$ cat src/fdcr_pkg.sv
// shared constants and types for the framed display command receiver
package fdcr_pkg;

	localparam int MAX_FRAME_DEF = 20;

	// frame bytes that carry fields; entries past the last one are never read
	localparam int FIELD_LAST = 8;

	localparam logic [7:0] HDR_BYTE  = 8'h43;
	localparam logic [7:0] TAIL_BYTE = 8'h54;
	localparam logic [7:0] CMD_CLEAR = 8'h41;
	localparam logic [7:0] CMD_FG    = 8'h42;
	localparam logic [7:0] CMD_BG    = 8'h43;
	localparam logic [7:0] CMD_EN    = 8'h44;
	localparam logic [7:0] CMD_CN    = 8'h45;

	localparam logic [2:0] KIND_CLEAR = 3'd0;
	localparam logic [2:0] KIND_FG    = 3'd1;
	localparam logic [2:0] KIND_BG    = 3'd2;
	localparam logic [2:0] KIND_EN    = 3'd3;
	localparam logic [2:0] KIND_CN    = 3'd4;

	typedef struct packed {
		logic [2:0]  command_kind;
		logic [15:0] color_word;
		logic [15:0] pos_x;
		logic [15:0] pos_y;
		logic [15:0] glyph_code;
		logic [15:0] fg_color;
		logic [15:0] bg_color;
	} fdcr_res_t;

endpackage

$ cat src/framed_display_command_receiver.sv
// top level of the framed display command receiver
//
//  channel  direction  handshake             payload
//  in       to block   in_valid / in_stall   rx_data
//  out      from block out_valid / out_stall command_kind, color_word, pos_x,
//                                            pos_y, glyph_code, fg_color, bg_color
//
// one word accepted every cycle unless in_stall holds it; the closing tail word reaches
// the output through the input register, then the result register
// frame decode and colour update sit in one combinational pass between them
// reset clears the frame bytes, count and both colours, no sweep needed
// a stalled result holds the input register, words behind it wait at in_stall
module framed_display_command_receiver #(
	parameter int MAX_FRAME = fdcr_pkg::MAX_FRAME_DEF
) (
	input  logic        clk,
	input  logic        arst_n,
	input  logic        in_valid,
	output logic        in_stall,
	input  logic [7:0]  rx_data,
	output logic        out_valid,
	input  logic        out_stall,
	output logic [2:0]  command_kind,
	output logic [15:0] color_word,
	output logic [15:0] pos_x,
	output logic [15:0] pos_y,
	output logic [15:0] glyph_code,
	output logic [15:0] fg_color,
	output logic [15:0] bg_color
);
	import fdcr_pkg::*;

	logic       advance;
	logic       valid_s1;
	logic [7:0] data_s1;
	logic       res_valid;
	fdcr_res_t  res;
	fdcr_res_t  res_q;

	fdcr_in_reg u_in (
		.clk      (clk),
		.arst_n   (arst_n),
		.in_valid (in_valid),
		.rx_data  (rx_data),
		.advance  (advance),
		.in_stall (in_stall),
		.valid_s1 (valid_s1),
		.data_s1  (data_s1)
	);

	fdcr_frame #(
		.MAX_FRAME (MAX_FRAME)
	) u_frame (
		.clk       (clk),
		.arst_n    (arst_n),
		.step      (valid_s1 && advance),
		.data_s1   (data_s1),
		.res_valid (res_valid),
		.res       (res)
	);

	fdcr_out_reg u_out (
		.clk       (clk),
		.arst_n    (arst_n),
		.res_valid (res_valid),
		.res       (res),
		.out_stall (out_stall),
		.advance   (advance),
		.out_valid (out_valid),
		.res_q     (res_q)
	);

	assign command_kind = res_q.command_kind;
	assign color_word   = res_q.color_word;
	assign pos_x        = res_q.pos_x;
	assign pos_y        = res_q.pos_y;
	assign glyph_code   = res_q.glyph_code;
	assign fg_color     = res_q.fg_color;
	assign bg_color     = res_q.bg_color;

endmodule

$ cat src/fdcr_in_reg.sv
// input register stage holding one received byte
module fdcr_in_reg (
	input  logic       clk,
	input  logic       arst_n,
	input  logic       in_valid,
	input  logic [7:0] rx_data,
	input  logic       advance,
	output logic       in_stall,
	output logic       valid_s1,
	output logic [7:0] data_s1
);

	// hold only when a byte is waiting and the next stage cannot move
	assign in_stall = valid_s1 && !advance;

	always_ff @(posedge clk or negedge arst_n) begin
		if (!arst_n) begin
			valid_s1 <= 1'b0;
		end else if (!in_stall) begin
			valid_s1 <= in_valid;
		end
	end

	always_ff @(posedge clk) begin
		if (in_valid && !in_stall) begin
			data_s1 <= rx_data;
		end
	end

endmodule

$ cat src/fdcr_frame.sv
// frame assembly, tail check, command decode and colour state
module fdcr_frame #(
	parameter int MAX_FRAME = fdcr_pkg::MAX_FRAME_DEF
) (
	input  logic                clk,
	input  logic                arst_n,
	input  logic                step,
	input  logic [7:0]          data_s1,
	output logic                res_valid,
	output fdcr_pkg::fdcr_res_t res
);
	import fdcr_pkg::*;

	localparam int CW = $clog2(MAX_FRAME + 1);
	localparam int LW = (CW > 8) ? CW : 8;
	localparam logic [CW-1:0] MAX_CNT = CW'(MAX_FRAME);

	logic [CW-1:0] cnt_q;
	logic [7:0]    fs_q [1:FIELD_LAST];
	logic [15:0]   fore_q;
	logic [15:0]   back_q;

	logic [CW-1:0] cnt_inc;
	logic [7:0]    nxt [1:FIELD_LAST];
	logic [7:0]    len;
	logic          hunting;
	logic          reach;
	logic          accept;
	logic          drop;
	logic          known;
	logic [15:0]   w3;
	logic [15:0]   w5;
	logic [15:0]   w7;

	assign hunting = (cnt_q == '0);
	assign cnt_inc = cnt_q + CW'(1);

	// length byte may be the one arriving now
	assign len   = (cnt_q == CW'(1)) ? data_s1 : fs_q[1];
	assign reach = (LW'(cnt_inc) >= LW'(len));

	assign accept = !hunting && reach && (data_s1 == TAIL_BYTE);
	assign drop   = !hunting && ((reach && (data_s1 != TAIL_BYTE)) ||
		(!reach && (cnt_inc == MAX_CNT)));

	always_comb begin
		for (int i = 1; i <= FIELD_LAST; i++) begin
			nxt[i] = (!hunting && (cnt_q == CW'(i))) ? data_s1 : fs_q[i];
		end
	end

	assign w3 = {nxt[4], nxt[3]};
	assign w5 = {nxt[6], nxt[5]};
	assign w7 = {nxt[8], nxt[7]};

	always_comb begin
		known            = 1'b1;
		res.command_kind = KIND_CLEAR;
		res.color_word   = '0;
		res.pos_x        = '0;
		res.pos_y        = '0;
		res.glyph_code   = '0;
		res.fg_color     = fore_q;
		res.bg_color     = back_q;
		case (nxt[2])
			CMD_CLEAR: begin
				res.color_word = w3;
			end
			CMD_FG: begin
				res.command_kind = KIND_FG;
				res.color_word   = w3;
				res.fg_color     = w3;
			end
			CMD_BG: begin
				res.command_kind = KIND_BG;
				res.color_word   = w3;
				res.bg_color     = w3;
			end
			CMD_EN: begin
				res.command_kind = KIND_EN;
				res.pos_x        = w3;
				res.pos_y        = w5;
				res.glyph_code   = {8'h00, nxt[7]};
			end
			CMD_CN: begin
				res.command_kind = KIND_CN;
				res.pos_x        = w3;
				res.pos_y        = w5;
				res.glyph_code   = w7;
			end
			default: begin
				known = 1'b0;
			end
		endcase
	end

	assign res_valid = step && accept && known;

	always_ff @(posedge clk or negedge arst_n) begin
		if (!arst_n) begin
			cnt_q  <= '0;
			fore_q <= '0;
			back_q <= '0;
			for (int i = 1; i <= FIELD_LAST; i++) begin
				fs_q[i] <= '0;
			end
		end else if (step) begin
			if (hunting) begin
				if (data_s1 == HDR_BYTE) begin
					cnt_q <= CW'(1);
				end
			end else if (drop) begin
				cnt_q <= '0;
				for (int i = 1; i <= FIELD_LAST; i++) begin
					fs_q[i] <= '0;
				end
			end else begin
				cnt_q <= accept ? '0 : cnt_inc;
				for (int i = 1; i <= FIELD_LAST; i++) begin
					fs_q[i] <= nxt[i];
				end
				if (res_valid) begin
					fore_q <= res.fg_color;
					back_q <= res.bg_color;
				end
			end
		end
	end

endmodule

$ cat src/fdcr_out_reg.sv
// result register toward the consumer
module fdcr_out_reg (
	input  logic                clk,
	input  logic                arst_n,
	input  logic                res_valid,
	input  fdcr_pkg::fdcr_res_t res,
	input  logic                out_stall,
	output logic                advance,
	output logic                out_valid,
	output fdcr_pkg::fdcr_res_t res_q
);

	assign advance = !out_valid || !out_stall;

	always_ff @(posedge clk or negedge arst_n) begin
		if (!arst_n) begin
			out_valid <= 1'b0;
		end else if (advance) begin
			out_valid <= res_valid;
		end
	end

	always_ff @(posedge clk) begin
		if (advance && res_valid) begin
			res_q <= res;
		end
	end

endmodule

$ cat config.mk
export PLATFORM = sky130hd
export DESIGN_NAME = framed_display_command_receiver
export DESIGN_NICKNAME = d
export VERILOG_FILES = /design/src/fdcr_pkg.sv /design/src/framed_display_command_receiver.sv /design/src/fdcr_in_reg.sv /design/src/fdcr_frame.sv /design/src/fdcr_out_reg.sv
export SDC_FILE = /design/constraint.sdc
export NUM_CORES = 1
export LEC_CHECK = 0
export BUFFER_PORTS_ARGS = -buffer_cell sky130_fd_sc_hd__buf_4
export CELL_PAD_IN_SITES_DETAIL_PLACEMENT = 1
export CELL_PAD_IN_SITES_GLOBAL_PLACEMENT = 2
export CORE_UTILIZATION = 40
export CTS_BUF_LIST = sky130_fd_sc_hd__clkbuf_4
export DETAILED_ROUTE_END_ITERATION = 8
export PLACE_DENSITY = 0.83
export SYNTH_ARGS = -nofsm -noshare
export SYNTH_HDL_FRONTEND = slang
export SYNTH_SLANG_ARGS = --single-unit
$ cat constraint.sdc
create_clock -name clk -period 5.7 [get_ports clk]
set_input_delay 0.57 -clock clk [delete_from_list [all_inputs] [get_ports clk]]
set_output_delay 0.57 -clock clk [all_outputs]
set_load 0.02 [all_outputs]
==> flow_summary.json, run 1 <==
{
  "outcome": "finished clean",
  "period_needed_ps": 4170,
  "min_path_type": "input port to flop",
  "final-seq-area_mm2": 0.00579,
  "ys.flop_type": "edfxtp_1",
  "synth_cell_type_count": 65,
  "synth-seq-area-share": 0.632,
  "synth-seq-cells": 210,
  "pwr-share-clk": 0.304,
  "dieArea_mm2": 0.0235,
  "nets": 952,
  "synth_nets": 801,
  "die_w_um": 153,
  "hold_violations": 0,
  "synth_top_cell_area_share": 0.351,
  "setup_tns_ps": 0,
  "syn_area_mm2": 0.00917,
  "syn_to_final_growth_pct": 21.2,
  "root_buffer": "clkbuf_4",
  "power_leakage_uw": 0.00487,
  "place_congestion": 0.865,
  "vias": 6482,
  "gr-total-overflow": 0,
  "power_frac_comb": 0.278,
  "synth_edf_count": 107,
  "drive_gt1_frac": 0.259,
  "async_flop_share": 0.490,
  "die_h_um": 153,
  "slew_violations": 0,
  "crit_path_start_kind": "flop",
  "yosys_warnings": 0,
  "path_delay_family": "simple AND/OR/NAND/NOR gates",
  "yosys-top-cells-area": "edfxtp_1 (35%), dfrtp_1 (28%), mux2i_1 (5.8%), nand2_1 (5.1%), o21ai_0 (3.0%)",
  "antenna_found_initial": 1,
  "antenna_left": 0,
  "drtIter0Drc": 306,
  "grt_usage": 0.209,
  "power.density_mw_per_mm2": 420,
  "numCtsBuffers": 58,
  "swShare": 0.357,
  "critPathArrivalTime_ps": 4500,
  "multi_input_area_mm2": 0.00294,
  "dr.pass1.iters": 4,
  "critPathSlowestCell": "and3_4",
  "rows": 55,
  "p_seq_frac": 0.418,
  "avgViaCountPerCell": 5.12,
  "clk_latency_ps": 700,
  "rsz0062_at_grt": "no",
  "wl_per_cell_um": 18.8,
  "grt_pass1_wl_mm": 38.0,
  "clock_skew_ps": 51.2,
  "io_buffers": 112,
  "ios": 113,
  "path_cells": "inv_1 > ha_1 > nor4b_4 > mux2_2 > ha_1 > o21ai_0 > a21o_1 > nor2_1 > and3_4 > buf_4",
  "slew_headroom": 0.241,
  "drc_errors": 0,
  "htreeDepth": 2,
  "crit_path_max_incr_delay_ps": 760,
  "cts_tree": "yes",
  "setup_viol": 0,
  "fmax_mhz": 240,
  "p_switching_uw": 1670,
  "final_core_util": 0.492,
  "max-cap-violations": 0,
  "irDropWorstVdd_mv": 0.175,
  "start_util": 0.406,
  "period_share": 0.732,
  "coreArea_mm2": 0.0226,
  "worstMarginPinSlew_ps": 1140,
  "cts_max_path_buffers": 3,
  "critical_path_class": "flop to flop",
  "path_common_cell": "ha_1",
  "critical_path_required_ps": 6030,
  "synth_cells": 779,
  "grt_max_degree": 56,
  "internal-power_uw": 2990,
  "dp.final_hpwl_mm": 14.5,
  "whs_ps": 70.9,
  "clk_pin_slew_ps": 60,
  "final_cell_mix": "nand2_1 (124), buf_4 (124), edfxtp_1 (107)",
  "wirelength_mm": 23.8,
  "grt_pass1_vias": 6887,
  "crit_buf_inv": 2,
  "postCtsSetupBuffers": 0,
  "fill_cells": 2455,
  "avgSynthCellArea_um2": 11.8,
  "endpoint_kind": "flop",
  "cts.sinks": 210,
  "synth_largest_area_cell": "edfxtp_1",
  "path_max_fanout": 52
}
-- final cells by class --
cell class	count	share of cell area
diodes	1	0.000225
clock buffers	96	0.0649
clock inverters	14	0.00608
inverters	72	0.0243
multi-input cells	461	0.265
flip-flops and latches	210	0.521
well taps	285	0.0321
repair buffers	127	0.0865
-- worst paths after layout --
kind                                  start               end  slack (ps)  cells after the start
hold / removal                   rx_data[3]   u_in.data_s1[3]          70                      1
setup / recovery           u_frame.cnt_q[1]   u_out.res_q[95]        1530                     10
max in group asynchronous            arst_n  u_frame.fs_q[26]        4030                      3
hold reg to reg            u_frame.fs_q[32]  u_frame.fs_q[32]         480                      2
setup reg to reg           u_frame.cnt_q[1]   u_out.res_q[95]        1530                     10
min in group asynchronous            arst_n  u_frame.fs_q[42]         480                      2
-- state kept, by name (all words and copies together) (netlist names) --
register	cells
u_frame.back_q	16
u_in.valid_s1	1
u_frame.fore_q	16
u_frame.fs_q	64
u_out.res_q	99
u_out.out_valid	1
u_in.data_s1	8
u_frame.cnt_q	5
-- timing repair --
item,4_1_cts,5_1_grt
hold buffers,3,0
gates resized for setup,0,0
endpoints found under the hold margin,50,0
-- cells by family after synthesis --
kind of cell,count (synthesis),synth area share
AOI/OAI and AO/OA,165,0.121
xor gates and xnor gates,3,0.00287
adders and majority gates,10,0.0137
buffers and inverters,108,0.0500
DFF,210,0.632
muxes,55,0.0607
and+or+nand+nor,228,0.120
-- worst register-to-register path, stage by stage, from the launching register on --
cell     delay [ps]
dfrtp_1         430
inv_1           100
ha_1            180
nor4b_4         560
mux2_2          410
ha_1            270
o21ai_0         100
a21o_1          240
nor2_1          300
and3_4          760
buf_4           490
-- power by group through the flow --
| stage | registers, µW | logic, µW | clock network (µW) |
|---|---|---|---|
| 3_3_place_gp | 1960 | 1270 | 0 |
| 3_5_place_dp | 1970 | 1300 | 0 |
| 2_1_floorplan | 1920 | 983 | 0 |
| 6_report | 1950 | 1300 | 1420 |
| 4_1_cts | 1940 | 1310 | 1470 |
| 5_1_grt | 1970 | 1450 | 1550 |
-- Yosys cell counts, types with 5 or more instances --
| library cell | instances |
|---|---|
| ha_1 | 10 |
| nand2b_1 | 5 |
| mux2i_1 | 53 |
| nand3_1 | 5 |
| nor3_1 | 7 |
| or3_1 | 9 |
| dfrtp_1 | 103 |
| nor2b_1 | 5 |
| a21oi_1 | 36 |
| a22o_1 | 17 |
| o2bb2ai_1 | 24 |
| nor2_1 | 43 |
| edfxtp_1 | 107 |
| o21ai_0 | 55 |
| o21ai_1 | 5 |
| inv_1 | 72 |
| nand2_1 | 124 |
| clkbuf_1 | 27 |
-- metrics by stage --
stage / setup WS (ps) / instance area (µm²) / power [µW] / instances
detailed placement: 1480 / 10300 / 3270 / 1152
floorplan: 540 / 9170 / 2900 / 779
finish: 1530 / 11100 / 4660 / 1266
global placement: 1600 / 10300 / 3230 / 1152
global route: 1270 / 11100 / 4970 / 1266
CTS: 1500 / 11100 / 4720 / 1265
-- routing by layer --
| metal | up-vias | share of wire | track usage |
|---|---|---|---|
| li1 | 3065 | - | - |
| met1 | 3215 | 0.45 | 0.270 |
| met2 | 169 | 0.49 | 0.352 |
| met3 | 33 | 0.045 | 0.0414 |
| met4 | 0 | 0.014 | 0.0676 |
| met5 | - | 0 | 0 |
Power figures use the tool's default switching activity.
==> inputs of run 2 (changes only) <==
- clock period: 5.7 -> 3.85 ns (I/O delays scaled with it)
==> flow_summary.json, run 2 (synthesis results as in run 1) <==
{
  "die_w_um": 153,
  "worstMarginPinSlew_ps": 1210,
  "die_h_um": 153,
  "rsz0062_at_grt": "no",
  "path_max_fanout": 20,
  "grt_pass1_vias": 7061,
  "coreArea_mm2": 0.0226,
  "antenna_left": 0,
  "drc_errors": 0,
  "clock_skew_ps": 59.4,
  "dp.final_hpwl_mm": 15.2,
  "final_cell_mix": "buf_4 (138), nand2_1 (124), edfxtp_1 (107)",
  "final_core_util": 0.502,
  "wl_per_cell_um": 19.1,
  "wirelength_mm": 24.5,
  "place_area_mm2": 0.0105,
  "clk_pin_slew_ps": 70,
  "finalInstanceArea_mm2": 0.0113,
  "grt_usage": 0.215,
  "whs_ps": 112,
  "dieArea_mm2": 0.0235,
  "setup_viol": 0,
  "power_leakage_uw": 0.00496,
  "avgViaCountPerCell": 5.13,
  "top_register": "u_out.res_q",
  "postCtsSetupBuffers": 0,
  "grt_max_degree": 98,
  "period_share": 0.945,
  "critPathArrivalTime_ps": 4000,
  "ios": 113,
  "hold_violations": 0,
  "clk_latency_ps": 690,
  "root_buffer": "clkbuf_4",
  "outcome": "finished clean",
  "dr.pass1.iters": 6,
  "power.total_uw": 7000,
  "period_needed_ps": 3640,
  "vias": 6576,
  "min_path_type": "input port to async pin",
  "setup_tns_ps": 0,
  "crit_path_max_incr_delay_ps": 1050,
  "largest_reg_flops": 99,
  "numCtsBuffers": 54,
  "critPathSlowestCell": "nor4b_1",
  "nets": 974,
  "drtIter0Drc": 322,
  "drive_gt1_frac": 0.265,
  "critical_path_class": "flop to flop",
  "start_util": 0.406,
  "grt_pass1_wl_mm": 39.4,
  "syn_to_final_growth_pct": 23.5,
  "crit_path_start_kind": "flop",
  "rows": 55,
  "slew_violations": 0,
  "place_congestion": 0.864,
  "critical_path_required_ps": 4210,
  "io_buffers": 112,
  "cts.sinks": 210,
  "slew_headroom": 0.193,
  "max-cap-violations": 0,
  "antenna_found_initial": 1,
  "power.density_mw_per_mm2": 618,
  "cts_tree": "yes",
  "irDropWorstVdd_mv": 0.233,
  "cts_max_path_buffers": 3,
  "fmax_mhz": 275,
  "endpoint_kind": "flop",
  "gr-total-overflow": 0,
  "path_cells": "nor4b_1 > nand4b_1 > a22oi_1 > and3_4 > buf_4",
  "htreeDepth": 2,
  "top_regs": "u_out.res_q (99), u_frame.fs_q (64)",
  "crit_buf_inv": 1,
  "path_delay_family": "simple AND/OR/NAND/NOR gates",
  "final_common_cell": "buf_4"
}
==> run 2: cell types whose count changed in the layout (fill, tap and decap cells not counted), moves of 3 or more <==
cell           change
buf_12             +3
nor3_2             +3
clkbuf_4           -8
clkinv_2           -4
buf_4             +14
nor3_1             -3
dlygate4sd3_1      +8
==> run 2: final cells by class <==
type                       count  area [µm²]
clock buffer                  88         661
antenna                        1        2.50
clock inverter                11        72.6
sequential                   210        5790
timing repair buffer         152        1210
fill                        2437       11200
multi-input combinational    462        2960
inverter                      72         270
tap                          285         357
==> run 2: per-stage QoR <==
stage	instances	setup slack, ps
after global placement	1169	334
final	1281	213
after detailed placement	1169	184
after floorplan	779	267
after global routing	1281	56.9
after CTS	1279	207
==> run 2: worst paths after layout <==
kind	from	end	slack, ps	cells past startpoint
worst max-delay path	u_in.data_s1[3]	u_out.res_q[95]	210	5
worst min-delay path	arst_n	u_frame.fs_q[19]	110	2
worst max register to register	u_in.data_s1[3]	u_out.res_q[95]	210	5
worst min register to register	u_frame.fs_q[43]	u_frame.fs_q[43]	480	2
max in group asynchronous	arst_n	u_frame.fore_q[12]	2990	3
min in group clk	rx_data[3]	u_in.data_s1[3]	450	2
==> run 2: report_power, final <==
part | leakage (µW) | total [µW] | switching (µW) | internal (µW)
registers | 0.00225 | 2880 | 221 | 2660
clock network | 0.000436 | 2050 | 949 | 1100
logic | 0.00227 | 2080 | 1340 | 737
total | 0.00496 | 7000 | 2510 | 4490
==> run 2: layer usage <==
layer	share of wire	routed length, µm	vias up	global-route usage
met4	0.018	429	0	0.0633
li1	-	-	3105	-
met5	0	0	-	0
met2	0.49	12100	130	0.361
met3	0.035	854	34	0.0414
met1	0.45	11100	3307	0.283
==> run 2: timing repair <==
item | CTS | global route
endpoints found under the setup margin | 0 | 36
endpoints found under the hold margin | 113 | 0
resized for setup | 0 | 4
hold buffers | 11 | 0
==> inputs of run 3 (changes only) <==
- CORE_UTILIZATION: 40 -> 36
- PLACE_DENSITY: 0.83 -> 0.79
- clock period: 3.85 -> 3.1 ns (I/O delays scaled with it)
==> flow_summary.json, run 3 (synthesis results as in run 1) <==
{
  "use_met2": 0.328,
  "start_util": 0.365,
  "root_buffer": "clkbuf_4",
  "setup_viol": 0,
  "outcome": "finished clean",
  "cts_max_path_buffers": 3,
  "largest_reg_flops": 99,
  "grt_pass1_vias": 7199,
  "rsz0062_at_grt": "yes",
  "grtUsageMet3": 0.0465,
  "place_congestion": 0.820,
  "hold_violations": 0,
  "antenna_left": 0,
  "grt_max_degree": 55,
  "rr_worst_depth": 14,
  "clk_latency_ps": 690,
  "top_register": "u_out.res_q",
  "critical_path_class": "flop to flop",
  "nets": 1012,
  "finalInstanceArea_mm2": 0.0121,
  "dr.pass1.iters": 4,
  "drtIter0Drc": 289,
  "slew_violations": 0,
  "power.density_mw_per_mm2": 796,
  "met1_usage": 0.254,
  "syn_to_final_growth_pct": 31.5,
  "htreeDepth": 2,
  "endpoint_kind": "flop",
  "power_leakage_uw": 0.00526,
  "drive_gt1_frac": 0.323,
  "crit_path_start_kind": "flop",
  "critical_path_required_ps": 3640,
  "dp.cells": 1241,
  "grt_usage": 0.197,
  "max-cap-violations": 0,
  "layout.cells.non_filler": 1366,
  "top_regs": "u_out.res_q (99), u_frame.fs_q (64)",
  "place_area_mm2": 0.0109,
  "cts.sinks": 210,
  "fill_cells": 2764,
  "fmax_mhz": 324,
  "wirelength_mm": 25.3,
  "worstMarginPinSlew_ps": 810,
  "vias": 6732,
  "numCtsBuffers": 56,
  "path_max_fanout": 8,
  "dieArea_mm2": 0.0261,
  "period_share": 0.996,
  "io_buffers": 112,
  "min_path_type": "input port to async pin",
  "drc_errors": 0,
  "busiest_layer": "met2",
  "coreArea_mm2": 0.0251,
  "die_h_um": 162,
  "grt_pass1_wl_mm": 40.0,
  "clk_pin_slew_ps": 70,
  "critPathArrivalTime_ps": 3630,
  "gr-total-overflow": 0,
  "antenna_found_initial": 0,
  "avgViaCountPerCell": 4.93,
  "slew_headroom": 0.458,
  "die_w_um": 162,
  "rows": 58,
  "ios": 113,
  "wl_per_cell_um": 18.5,
  "clock_skew_ps": 40.2,
  "dp.final_hpwl_mm": 15.6,
  "final_cell_mix": "buf_4 (159), nand2_1 (124), edfxtp_1 (107)",
  "final_common_cell": "buf_4",
  "irDropWorstVdd_mv": 0.372,
  "cts_tree": "yes",
  "diodes": 0,
  "period_needed_ps": 3090
}
## run 3: routing by layer
metal / vias up / part of all wire / wire length (µm)
li1: 3174 / - / -
met1: 3365 / 0.44 / 11200
met2: 153 / 0.49 / 12500
met3: 40 / 0.047 / 1190
met4: 0 / 0.019 / 486
met5: - / 0 / 0
## run 3: final timing paths
| check | startpoint | to | slack, ps |
|---|---|---|---|
| setup reg to reg | u_frame.cnt_q[1] | u_frame.fs_q[13] | 10 |
| max in group asynchronous | arst_n | u_frame.back_q[4] | 2090 |
| hold reg to reg | u_frame.fs_q[36] | u_frame.fs_q[36] | 480 |
| hold / removal | arst_n | u_frame.fs_q[21] | 230 |
| setup / recovery | u_frame.cnt_q[1] | u_frame.fs_q[13] | 10 |
| min in group clk | rx_data[2] | u_in.data_s1[2] | 360 |
## run 3: repair_timing
action | in CTS | in global routing
cloned | 0 | 0
hold buffers | 12 | 0
pin swaps | 4 | 26
endpoints found under the setup margin | 162 | 163
gates resized for setup | 4 | 51
hold endpoints to repair | 60 | 0
buffers inserted | 2 | 7
## run 3: area by class of cell
type	instances	area, µm²	share of cell area
Multi-Input combinational cell	461	3220	0.267
Sequential cell	210	5790	0.480
Clock buffer	86	646	0.0536
Timing Repair Buffer	189	1610	0.134
Clock inverter	18	100	0.00830
Tap cell	330	413	0.0343
Inverter	72	270	0.0224
## run 3: per-stage QoR
| stage | power [µW] | util | setup TNS [ps] | setup slack (ps) | hold slack [ps] |
|---|---|---|---|---|---|
| 2_1_floorplan | 5420 | - | -33330 | -320 | 14.4 |
| 3_3_place_gp | 6470 | 0.432 | 0 | 75.8 | 400 |
| 3_5_place_dp | 6560 | 0.432 | -2090 | -72.8 | 401 |
| 4_1_cts | 9250 | 0.468 | 0 | 1.09 | 221 |
| 5_1_grt | 10200 | 0.480 | -7010 | -101 | 291 |
| 6_report | 9600 | 0.480 | 0 | 11.1 | 228 |
## run 3: worst max-delay path, cell delays in order, from the launching register on
cell	delay, ps
dfrtp_1	390
inv_2	80
ha_4	120
nor4b_4	210
buf_6	170
mux2i_4	230
ha_1	270
or2_4	260
a211oi_4	270
a21o_1	240
buf_6	140
o21ai_4	110
a31oi_2	230
buf_6	170
o2bb2ai_1	80
## run 3: power breakdown
group / internal, µW / switching [µW]
combinational: 1500 / 2020
sequential: 3300 / 246
clock: 1350 / 1170
